## src/itrd_pkg.sv

```systemverilog
// Shared types, constants and the digit-to-character map for the radix digit converter.
package itrd_pkg;

	localparam int VALUE_FIELD_BITS = 32;
	localparam int RADIX_BITS       = 6;
	localparam int DIGIT_BITS       = 6;
	localparam int CHAR_BITS        = 7;
	// quotient bits produced per divider cycle
	localparam int STEP_BITS        = 8;

	localparam logic [RADIX_BITS-1:0] RADIX_MIN  = 6'd2;
	localparam logic [RADIX_BITS-1:0] RADIX_MAX  = 6'd36;
	localparam logic [DIGIT_BITS-1:0] DEC_DIGITS = 6'd10;
	localparam logic [CHAR_BITS-1:0]  CHAR_ZERO  = 7'h30;
	localparam logic [CHAR_BITS-1:0]  CHAR_A     = 7'h41;

	typedef struct packed {
		logic [VALUE_FIELD_BITS-1:0] value;
		logic [RADIX_BITS-1:0]       radix;
	} num_item_t;

	typedef struct packed {
		logic [CHAR_BITS-1:0] digit_char;
		logic                 last;
	} dig_item_t;

	typedef enum logic [2:0] {
		ST_IDLE,
		ST_DIV,
		ST_STORE,
		ST_READ,
		ST_SHOW,
		ST_HOLD
	} state_t;

	// controller to datapath
	typedef struct packed {
		logic load;   // capture a new number, clear counters
		logic step;   // one divider cycle
		logic store;  // write remainder digit, clear remainder
		logic adv;    // move digit pointer up
		logic read;   // read digit buffer at pointer
		logic show;   // load output register from read data
		logic back;   // move digit pointer down
	} cmd_t;

	// datapath to controller
	typedef struct packed {
		logic chunk_last;
		logic quot_zero;
		logic ptr_zero;
	} sts_t;

	function automatic logic [CHAR_BITS-1:0] to_char(input logic [DIGIT_BITS-1:0] d);
		logic [DIGIT_BITS-1:0] off;
		off = d - DEC_DIGITS;
		if (d < DEC_DIGITS) begin
			return CHAR_ZERO + CHAR_BITS'(d);
		end
		return CHAR_A + CHAR_BITS'(off);
	endfunction

endpackage

```

## src/itrd_dp.sv

```systemverilog
// Datapath: radix divider, digit buffer, pointers and output register.
module itrd_dp #(
	parameter int VALUE_BITS = 32
) (
	input  logic                      clk,
	input  logic                      arst_n,
	input  itrd_pkg::num_item_t       num,
	input  itrd_pkg::cmd_t            cmd,
	output itrd_pkg::sts_t            sts,
	output itrd_pkg::dig_item_t       dig
);

	localparam int SB = itrd_pkg::STEP_BITS;
	localparam int PW = ((VALUE_BITS + SB - 1) / SB) * SB;
	localparam int CH = PW / SB;
	localparam int CW = (CH > 1) ? $clog2(CH) : 1;
	localparam int AW = $clog2(VALUE_BITS);
	localparam int DB = itrd_pkg::DIGIT_BITS;

	logic [PW-1:0]                      val_q;
	logic [DB-1:0]                      rem_q;
	logic [itrd_pkg::RADIX_BITS-1:0]    radix_q;
	logic [CW-1:0]                      chunk_q;
	logic [AW-1:0]                      ptr_q;
	logic [DB-1:0]                      rd_q;
	itrd_pkg::dig_item_t                dig_q;
	logic [DB-1:0]                      mem [VALUE_BITS];

	logic [63:0]                        v_ext;
	logic [PW-1:0]                      v_load;
	logic [itrd_pkg::RADIX_BITS-1:0]    r_sat;
	logic [SB-1:0]                      qbits;
	logic [DB-1:0]                      rem_d;

	// input value cut to the working width, radix clamped into range
	always_comb begin
		v_ext  = 64'(num.value);
		v_load = PW'(v_ext[VALUE_BITS-1:0]);
		if (num.radix < itrd_pkg::RADIX_MIN) begin
			r_sat = itrd_pkg::RADIX_MIN;
		end else if (num.radix > itrd_pkg::RADIX_MAX) begin
			r_sat = itrd_pkg::RADIX_MAX;
		end else begin
			r_sat = num.radix;
		end
	end

	// restoring division, SB quotient bits per cycle; remainder stays below radix
	always_comb begin
		logic [DB-1:0] r;
		logic [DB:0]   t;
		r = rem_q;
		qbits = '0;
		for (int i = 0; i < SB; i++) begin
			t = {r, val_q[PW-1-i]};
			if (t >= {1'b0, radix_q}) begin
				t = t - {1'b0, radix_q};
				qbits[SB-1-i] = 1'b1;
			end
			r = t[DB-1:0];
		end
		rem_d = r;
	end

	// counters
	always_ff @(posedge clk or negedge arst_n) begin
		if (!arst_n) begin
			chunk_q <= '0;
			ptr_q   <= '0;
		end else begin
			if (cmd.load || cmd.store) begin
				chunk_q <= '0;
			end else if (cmd.step) begin
				chunk_q <= chunk_q + 1'b1;
			end
			if (cmd.load) begin
				ptr_q <= '0;
			end else if (cmd.adv) begin
				ptr_q <= ptr_q + 1'b1;
			end else if (cmd.back) begin
				ptr_q <= ptr_q - 1'b1;
			end
		end
	end

	// working value, remainder and radix
	always_ff @(posedge clk) begin
		if (cmd.load) begin
			val_q   <= v_load;
			rem_q   <= '0;
			radix_q <= r_sat;
		end else if (cmd.step) begin
			val_q <= (val_q << SB) | PW'(qbits);
			rem_q <= rem_d;
		end else if (cmd.store) begin
			rem_q <= '0;
		end
	end

	// digit buffer, least significant digit at index zero
	always_ff @(posedge clk) begin
		if (cmd.store) begin
			mem[ptr_q] <= rem_q;
		end
		if (cmd.read) begin
			rd_q <= mem[ptr_q];
		end
	end

	// output register
	always_ff @(posedge clk) begin
		if (cmd.show) begin
			dig_q.digit_char <= itrd_pkg::to_char(rd_q);
			dig_q.last       <= (ptr_q == '0);
		end
	end

	assign dig            = dig_q;
	assign sts.chunk_last = (chunk_q == CW'(CH - 1));
	assign sts.quot_zero  = (val_q == '0);
	assign sts.ptr_zero   = (ptr_q == '0);

endmodule

```

## src/itrd_ctrl.sv

```systemverilog
// Controller: sequences divide, store and emit phases for one number.
module itrd_ctrl (
	input  logic            clk,
	input  logic            arst_n,
	input  logic            num_valid,
	output logic            num_stall,
	output logic            dig_valid,
	input  logic            dig_stall,
	input  itrd_pkg::sts_t  sts,
	output itrd_pkg::cmd_t  cmd
);

	itrd_pkg::state_t state_q, state_d;

	// state register
	always_ff @(posedge clk or negedge arst_n) begin
		if (!arst_n) begin
			state_q <= itrd_pkg::ST_IDLE;
		end else begin
			state_q <= state_d;
		end
	end

	// next state and commands
	always_comb begin
		state_d   = state_q;
		cmd       = '0;
		num_stall = 1'b1;
		dig_valid = 1'b0;
		case (state_q)
			itrd_pkg::ST_IDLE: begin
				num_stall = 1'b0;
				if (num_valid) begin
					cmd.load = 1'b1;
					state_d  = itrd_pkg::ST_DIV;
				end
			end
			itrd_pkg::ST_DIV: begin
				cmd.step = 1'b1;
				if (sts.chunk_last) begin
					state_d = itrd_pkg::ST_STORE;
				end
			end
			itrd_pkg::ST_STORE: begin
				cmd.store = 1'b1;
				if (sts.quot_zero) begin
					state_d = itrd_pkg::ST_READ;
				end else begin
					cmd.adv = 1'b1;
					state_d = itrd_pkg::ST_DIV;
				end
			end
			itrd_pkg::ST_READ: begin
				cmd.read = 1'b1;
				state_d  = itrd_pkg::ST_SHOW;
			end
			itrd_pkg::ST_SHOW: begin
				cmd.show = 1'b1;
				state_d  = itrd_pkg::ST_HOLD;
			end
			itrd_pkg::ST_HOLD: begin
				dig_valid = 1'b1;
				if (!dig_stall) begin
					if (sts.ptr_zero) begin
						state_d = itrd_pkg::ST_IDLE;
					end else begin
						cmd.back = 1'b1;
						state_d  = itrd_pkg::ST_READ;
					end
				end
			end
			default: begin
				state_d = itrd_pkg::ST_IDLE;
			end
		endcase
	end

endmodule

```

## src/integer_to_radix_digits.sv

```systemverilog
// Top level of the integer to radix digit converter.
//
//  channel  dir  handshake             payload
//  num      in   num_valid/num_stall   value[31:0], radix[5:0]
//  dig      out  dig_valid/dig_stall   digit_char[6:0], last
//
// One number is taken while idle; its digits follow most significant first.
// Each digit takes CH division steps (CH = VALUE_BITS/8 rounded up), one 8-bit
// quotient slice per cycle, and a store step; the digits are then read from the
// digit buffer and presented through the read, show and hold states.
// Reset clears the controller and the pointers; the digit buffer needs no clearing.
// A stalled digit holds its payload; num_stall stays high until the last digit leaves.
module integer_to_radix_digits #(
	parameter int VALUE_BITS = 32
) (
	input  logic                 clk,
	input  logic                 arst_n,
	input  logic                 num_valid,
	output logic                 num_stall,
	input  itrd_pkg::num_item_t  num,
	output logic                 dig_valid,
	input  logic                 dig_stall,
	output itrd_pkg::dig_item_t  dig
);

	itrd_pkg::cmd_t cmd;
	itrd_pkg::sts_t sts;

	itrd_ctrl u_ctrl (
		.clk       (clk),
		.arst_n    (arst_n),
		.num_valid (num_valid),
		.num_stall (num_stall),
		.dig_valid (dig_valid),
		.dig_stall (dig_stall),
		.sts       (sts),
		.cmd       (cmd)
	);

	itrd_dp #(
		.VALUE_BITS (VALUE_BITS)
	) u_dp (
		.clk    (clk),
		.arst_n (arst_n),
		.num    (num),
		.cmd    (cmd),
		.sts    (sts),
		.dig    (dig)
	);

endmodule

```

## config.mk

```make
export PLATFORM = sky130hd
export DESIGN_NAME = integer_to_radix_digits
export DESIGN_NICKNAME = d
export VERILOG_FILES = /design/src/itrd_pkg.sv /design/src/itrd_dp.sv /design/src/itrd_ctrl.sv /design/src/integer_to_radix_digits.sv
export SDC_FILE = /design/constraint.sdc
export NUM_CORES = 1
export LEC_CHECK = 0
export BUFFER_PORTS_ARGS = -buffer_cell sky130_fd_sc_hd__buf_2
export CAP_MARGIN = 5
export CORE_UTILIZATION = 37
export DETAILED_ROUTE_END_ITERATION = 16
export GPL_TIMING_DRIVEN = 0
export PLACE_DENSITY = 0.5
export SLEW_MARGIN = 20
export SYNTH_ARGS = -nofsm -noshare
export SYNTH_HDL_FRONTEND = slang
export SYNTH_SLANG_ARGS = --single-unit
```

## constraint.sdc

```tcl
create_clock -name clk -period 43.7 [get_ports clk]
set_input_delay 4.37 -clock clk [delete_from_list [all_inputs] [get_ports clk]]
set_output_delay 4.37 -clock clk [all_outputs]
set_load 0.01 [all_outputs]
```

# Word level (Yosys, flattened, before mapping)
# Memories as Yosys holds them, arrays and structs flattened. A register that Yosys moved wholly into a read port is not among the register bits.
# Index checks and enable logic that the tools add are counted.
# word_totals
ff_bits,62
latchBits,0
ram_bits,192
mem_bits_ro,0
in_bits,42
out_inout_bits,10
wordCells,105
n_memories,1
# op_classes
n_addsub,14
mul,0
n_div,0
magnitude_cmp,11
eq_ne,9
shifts,0
n_mux,50
bitwise_logic,1
reduce_logical,10
# memory_table
name,depth,width,rd,rd_ports_with_merged_regs,write_ports,line_no,rtl
u_dp.mem,32,6,1,1,1,itrd_dp.sv:27,logic [DB-1:0] mem [VALUE_BITS];
# op_table
cell,count
6-bit two-way mux,11
32-bit two-way mux,2
7-bit by 6-bit >= comparator with 1-bit output,8
6-bit subtractor,8
32-bit logical NOT,1
32-bit by 8-bit bitwise OR with 32-bit output,1
1-bit two-way mux,23
3-bit one-hot mux with 6 select lines,1
5-bit two-way mux,3
7-bit two-way mux,2
2-bit two-way mux,5
3-bit two-way mux,3
6-bit by 6-bit adder with 7-bit output (first input constant),1
7-bit by 6-bit adder with 7-bit output (first input constant),1
3-bit by 2-bit == test with 1-bit output (second input constant),2
3-bit == test (second input constant),2
6-bit > comparator (second input constant),1
6-bit by 2-bit < comparator with 1-bit output (second input constant),1
6-bit by 4-bit < comparator with 1-bit output (second input constant),1
2-bit inequality test (second input constant),3
2-bit nonzero test,3
6-bit by 4-bit subtractor with 6-bit output (second input constant),1
5-bit by 1-bit adder with 5-bit output (second input constant),1
5-bit logical NOT,1
other kinds (9),9

# Logic depth before layout (Yosys ltp)
# depth
depth_word,19
ltp_mapped,77
ltp_nobuf,75

# By module
# From an unflattened synthesis, not the netlist that was laid out.
# unflattened
cells_unflattened,941
area_unflattened_um2,13374.1
# modules_own_cells
module,instances,cells_each,area_per_inst_um2,seq_area_each_um2
itrd_dp,1,905,13075.0,7622.3
itrd_ctrl,1,36,299.0,75.1

# Worst setup path after synthesis
# OpenSTA, ideal clock, no wires.
# synth_path
path_kind,reg2reg
from,register u_dp.radix_q[1] (netlist bit)
to,register u_dp.rem_q[0]
setup_ns,0.068
arrival_ns,15.279
required_ns,43.632
setup_slack_ns,28.353
path_stages_with_launch,73
n_path_buf,2
period_less_slack_ns,15.347
cell_sequence,edfxtp_1 -> inv_1 -> ha_1 -> a21oi_1 -> o211ai_2 -> mux2_2 -> ha_1 -> a21oi_1 -> o21ai_0 -> a221oi_1 -> o21a_1 -> clkbuf_1 -> mux2i_1 -> ha_1 -> and4_1 -> a2111oi_2 -> a21oi_1 -> a211oi_4 -> [37 not listed] -> o211ai_1 -> a21oi_1 -> o31ai_1 -> o21ai_1 -> nand4_4 -> mux2_2 -> inv_1 -> ha_1 -> nor2b_1 -> o21ai_0 -> nand2b_1 -> a21o_1 -> a21o_1 -> a211oi_1 -> o2111a_1 -> buf_6 -> mux2_4 -> o21ai_2
# synth_via
elab_chain_len,17
elab_cells_between_ends,24
cone_classes,add/sub (7); order compare (8); mux (9)
# synth_lines
item,line_no,rtl
from (decl),itrd_dp.sv:22,logic [itrd_pkg::RADIX_BITS-1:0] radix_q;
from (signal assigned),itrd_dp.sv:91,radix_q <= r_sat;
6-bit subtractor or 7-bit by 6-bit >= comparator with 1-bit output (tied branches),"itrd_dp.sv:57, itrd_dp.sv:56",
6-bit two-way mux,itrd_dp.sv:56,"if (t >= {1'b0, radix_q}) begin"
6-bit subtractor or 7-bit by 6-bit >= comparator with 1-bit output (tied branches),"itrd_dp.sv:57, itrd_dp.sv:56",
6-bit two-way mux,itrd_dp.sv:56,
6-bit subtractor or 7-bit by 6-bit >= comparator with 1-bit output (tied branches),"itrd_dp.sv:57, itrd_dp.sv:56",
6-bit two-way mux,itrd_dp.sv:56,
6-bit subtractor or 7-bit by 6-bit >= comparator with 1-bit output (tied branches),"itrd_dp.sv:57, itrd_dp.sv:56",
6-bit two-way mux,itrd_dp.sv:56,
6-bit subtractor or 7-bit by 6-bit >= comparator with 1-bit output (tied branches),"itrd_dp.sv:57, itrd_dp.sv:56",
6-bit two-way mux,itrd_dp.sv:56,
7-bit by 6-bit >= comparator with 1-bit output or 6-bit subtractor (tied branches),"itrd_dp.sv:56, itrd_dp.sv:57",
6-bit two-way mux,itrd_dp.sv:56,
6-bit subtractor or 7-bit by 6-bit >= comparator with 1-bit output (tied branches),"itrd_dp.sv:57, itrd_dp.sv:56",
6-bit two-way mux,itrd_dp.sv:56,
7-bit by 6-bit >= comparator with 1-bit output (*),itrd_dp.sv:56,
6-bit two-way mux (*),itrd_dp.sv:56,
6-bit two-way mux (*),itrd_dp.sv:92,end else if (cmd.step) begin
to (signal assigned),itrd_dp.sv:94,rem_q <= rem_d;
to (decl),itrd_dp.sv:21,logic [DB-1:0] rem_q;
# Mark *: on every way between the ends. The rest lies on a longest branch, timed or not.
# A chain may end at the register's enable or synchronous reset.

# Worst setup path after layout
# layout_path
from,register u_dp.radix_q[1] (netlist bit)
to,register u_dp.rem_q[5]
# layout_via
elab_chain_len,17
elab_cells_between_ends,25
cone_classes,add/sub (8); order compare (8); mux (9)
# layout_lines
item,line_no
6-bit subtractor or 7-bit by 6-bit >= comparator with 1-bit output (tied branches),"itrd_dp.sv:57, itrd_dp.sv:56"
6-bit two-way mux,itrd_dp.sv:56
6-bit subtractor or 7-bit by 6-bit >= comparator with 1-bit output (tied branches),"itrd_dp.sv:57, itrd_dp.sv:56"
6-bit two-way mux,itrd_dp.sv:56
6-bit subtractor or 7-bit by 6-bit >= comparator with 1-bit output (tied branches),"itrd_dp.sv:57, itrd_dp.sv:56"
6-bit two-way mux,itrd_dp.sv:56
6-bit subtractor or 7-bit by 6-bit >= comparator with 1-bit output (tied branches),"itrd_dp.sv:57, itrd_dp.sv:56"
6-bit two-way mux,itrd_dp.sv:56
6-bit subtractor or 7-bit by 6-bit >= comparator with 1-bit output (tied branches),"itrd_dp.sv:57, itrd_dp.sv:56"
6-bit two-way mux,itrd_dp.sv:56
7-bit by 6-bit >= comparator with 1-bit output or 6-bit subtractor (tied branches),"itrd_dp.sv:56, itrd_dp.sv:57"
6-bit two-way mux,itrd_dp.sv:56
6-bit subtractor or 7-bit by 6-bit >= comparator with 1-bit output (tied branches),"itrd_dp.sv:57, itrd_dp.sv:56"
6-bit two-way mux,itrd_dp.sv:56
6-bit subtractor or 7-bit by 6-bit >= comparator with 1-bit output (tied branches),"itrd_dp.sv:57, itrd_dp.sv:56"
6-bit two-way mux (*),itrd_dp.sv:56
6-bit two-way mux (*),itrd_dp.sv:92
# Marks and branches as above.

==> flow_summary.yaml <==
layout:
  final_layout_size_suffix_gt1_frac: 0.166
  multi_input_area_um2: 5350
  antenna_cells: 0
  seq_area_um2: 7700
  syn_to_final_growth_pct: 13.7
  stdcell_count: 1577
  fillers: 3323
  final_nets: 1202
floorplanning:
  io_pins: 52
  die_height_um: 192
  start_util: 0.376
  dieArea_um2: 36900
  core_um2: 35600
  num_rows: 69
  die_x_um: 192
logic_synthesis:
  ys_top_cells_by_count: "edfxtp_1 (244), nand2_1 (113), nor2_1 (81)"
  yosysTopAreaCell: "edfxtp_1"
  synth_ff_type: "edfxtp_1"
  synthTopCellsByArea: "edfxtp_1 (55%), mux4_2 (8.1%), ha_1 (5.2%)"
  synth_most_common_cell: "edfxtp_1"
  syn-num-nets: 1119
  synth-edff-count: 244
  yosysWarnings: 0
  synth_area_um2: 13400
  synth-seq-cells: 260
  synth_cell_types: 75
  async_flop_share: 0.0385
  yosys.area.top_type_share: 0.548
  ys_seq_area_frac: 0.575
  synth_cells: 1012
  synth.avg_cell_area_um2: 13.2
clock_network:
  post_cts_buffers: 0
  cts.hold.buffers_added: 0
  cts_tree: "yes"
  cts_resized: 0
  cts_made_buffers: 28
  clkLatencyLatePin_ns: 0.55
  cts-htree-levels: 1
  cts-root-buf: "clkbuf_16"
  clk_path_buf_depth: 3
  clk_pin_slew_ns: 0.06
  clock-sinks: 260
sta:
  drv_slew: 0
  hold_violations: 0
  setup_tns_ns: 0
  setup_viol: 0
  worst_slack_ns: 25.13
  period_share: 0.425
  max_freq_ghz: 0.0538
  holdWs_ns: 0.494
  period_minus_slack_ns: 18.57
  maxSlewHeadroom: 0.291
  fin_worst_skew_ns: 0.0271
  rsz0062_at_grt: "false"
  worst_pin_slew_ns: 1.06
global_routing:
  grt_pass1_wl_mm: 47.6
  grt_pass1_vias: 8294
  grt_max_degree: 36
  antenna_found_initial: 0
  grtUsageMet3: 0.0205
  grtUsageMet1: 0.218
  grt_util_met2: 0.303
  top_usage_layer: "met2"
  gr-total-overflow: 0
  grt_usage: 0.171
detailed_routing:
  dr.pass1.iters: 7
  drc: 0
  vias: 8298
  viasPerCell: 5.26
  antenna_left: 0
  drt_wl_total_mm: 31.2
  drt_iter0_markers: 424
  wl_per_cell_um: 19.8
critical_path:
  critPathRequiredTime_ns: 44.10
  cp-start-kind: "register"
  cp_max_fo: 10
  r2r-end: "u_dp.rem_q[5]$_SDFFE_PP0P_"
  cp_slowest_cell: "edfxtp_1"
  path_delay_family: "compound AO/OA/AOI/OAI gates"
  end_kind: "register"
  worst_r2r_startpoint: "u_dp.radix_q[1]$_SDFFCE_PP1P_"
  worst_r2r_path_depth: 72
  cp.arrival_ns: 18.97
  critPathKind: "reg -> reg"
  slowest_delay_ns: 0.78
  r2r_slack_ns: 25.13
  path_buf_inv: 6
hold_path:
  hold_start: "u_dp.chunk_q[1]$_DFFE_PN0P_"
  min_path_cells: 2
  worstHoldPathType: "reg -> reg"
  whs_endpoint: "u_dp.chunk_q[1]$_DFFE_PN0P_"
place:
  portBuffers: 51
  dp_worst_setup_slack_ns: 24.95
  finalWeightedCongestion: 0.794
  hpwl_mm: 22.2
  dp_cells: 1526
run:
  drv_cap: 0
run_status:
  outcome: "completed"
==> kinds of logic after synthesis <==
family / count (synthesis) / share of synthesized area
AND/OR/NAND/NOR: 311 / 0.110
flip-flops: 260 / 0.575
AO/OA/AOI/OAI: 171 / 0.0891
buffers and inverters: 86 / 0.0250
multiplexers: 84 / 0.112
adder cells (fa/ha/maj): 66 / 0.0666
XOR/XNOR: 34 / 0.0223
==> flip-flops by register name (all words and copies together) (netlist names) <==
name,count
u_ctrl.state_q,3
u_dp.chunk_q,2
u_dp.dig,8
u_dp.mem,192
u_dp.ptr_q,5
u_dp.radix_q,6
u_dp.rd_q,6
u_dp.rem_q,6
u_dp.val_q,32
==> layout make-up <==
| cell class | instances | share of cell area |
|---|---|---|
| clock inverter | 18 | 0.0153 |
| multi-input combinational | 666 | 0.352 |
| inverter | 54 | 0.0133 |
| buffer | 32 | 0.00864 |
| clock buffer | 33 | 0.0473 |
| sequential | 260 | 0.507 |
| timing repair buffer | 53 | 0.0194 |
| tap | 461 | 0.0379 |
==> worst max path at each step <==
stage                                             to                     startpoint  depth (start not counted)
after floorplan           u_dp.rem_q[0]$_SDFFE_PP0P_  u_dp.radix_q[1]$_SDFFCE_PP1P_                         72
after global placement    u_dp.rem_q[5]$_SDFFE_PP0P_  u_dp.radix_q[1]$_SDFFCE_PP1P_                         72
after detailed placement  u_dp.rem_q[5]$_SDFFE_PP0P_  u_dp.radix_q[1]$_SDFFCE_PP1P_                         72
after CTS                 u_dp.rem_q[5]$_SDFFE_PP0P_  u_dp.radix_q[1]$_SDFFCE_PP1P_                         72
after global routing      u_dp.rem_q[5]$_SDFFE_PP0P_  u_dp.radix_q[1]$_SDFFCE_PP1P_                         72
final                     u_dp.rem_q[5]$_SDFFE_PP0P_  u_dp.radix_q[1]$_SDFFCE_PP1P_                         72
==> per-layer routing <==
layer  up-vias  routed length (µm)
met2       139               15800
met1      4101               13600
met4         0                 821
met3        50                 963
li1       4008                   -
met5         -                   0
==> cell usage in the layout, fill, tap and decap left out, types with 6 or more instances in the layout <==
cell	n
buf_2	51
nand4_1	12
o21ai_0	37
clkinv_1	8
xor2_1	11
inv_1	54
dfxtp_2	6
a21o_1	12
nor3_1	10
mux4_2	48
mux2_2	15
nor2_1	81
nor4_1	10
xnor2_1	23
fa_1	9
buf_1	13
nor2b_1	27
edfxtp_1	244
nand2_1	112
a21oi_1	41
clkbuf_1	22
o21a_1	8
nand3_1	14
mux2i_1	16
clkbuf_16	28
dfrtp_1	10
ha_1	56
and2_1	7
and3_1	7
nand2b_1	10
a22oi_1	12
==> tightest hold or removal path, stage by stage (launching register included) <==
cell,delay [ns]
dfrtp_1,0.34
nand2_1,0.04
o21ai_0,0.07
==> per-stage QoR <==
stage | area, µm² | utilization
2_1_floorplan | 13400 | -
3_3_place_gp | 14200 | 0.399
3_5_place_dp | 14300 | 0.401
4_1_cts | 15200 | 0.428
5_1_grt | 15200 | 0.428
6_report | 15200 | 0.428
Power is left out: the tool's default activity adds up to more than one toggle a clock period on the data nets, which glitch-free logic cannot reach.
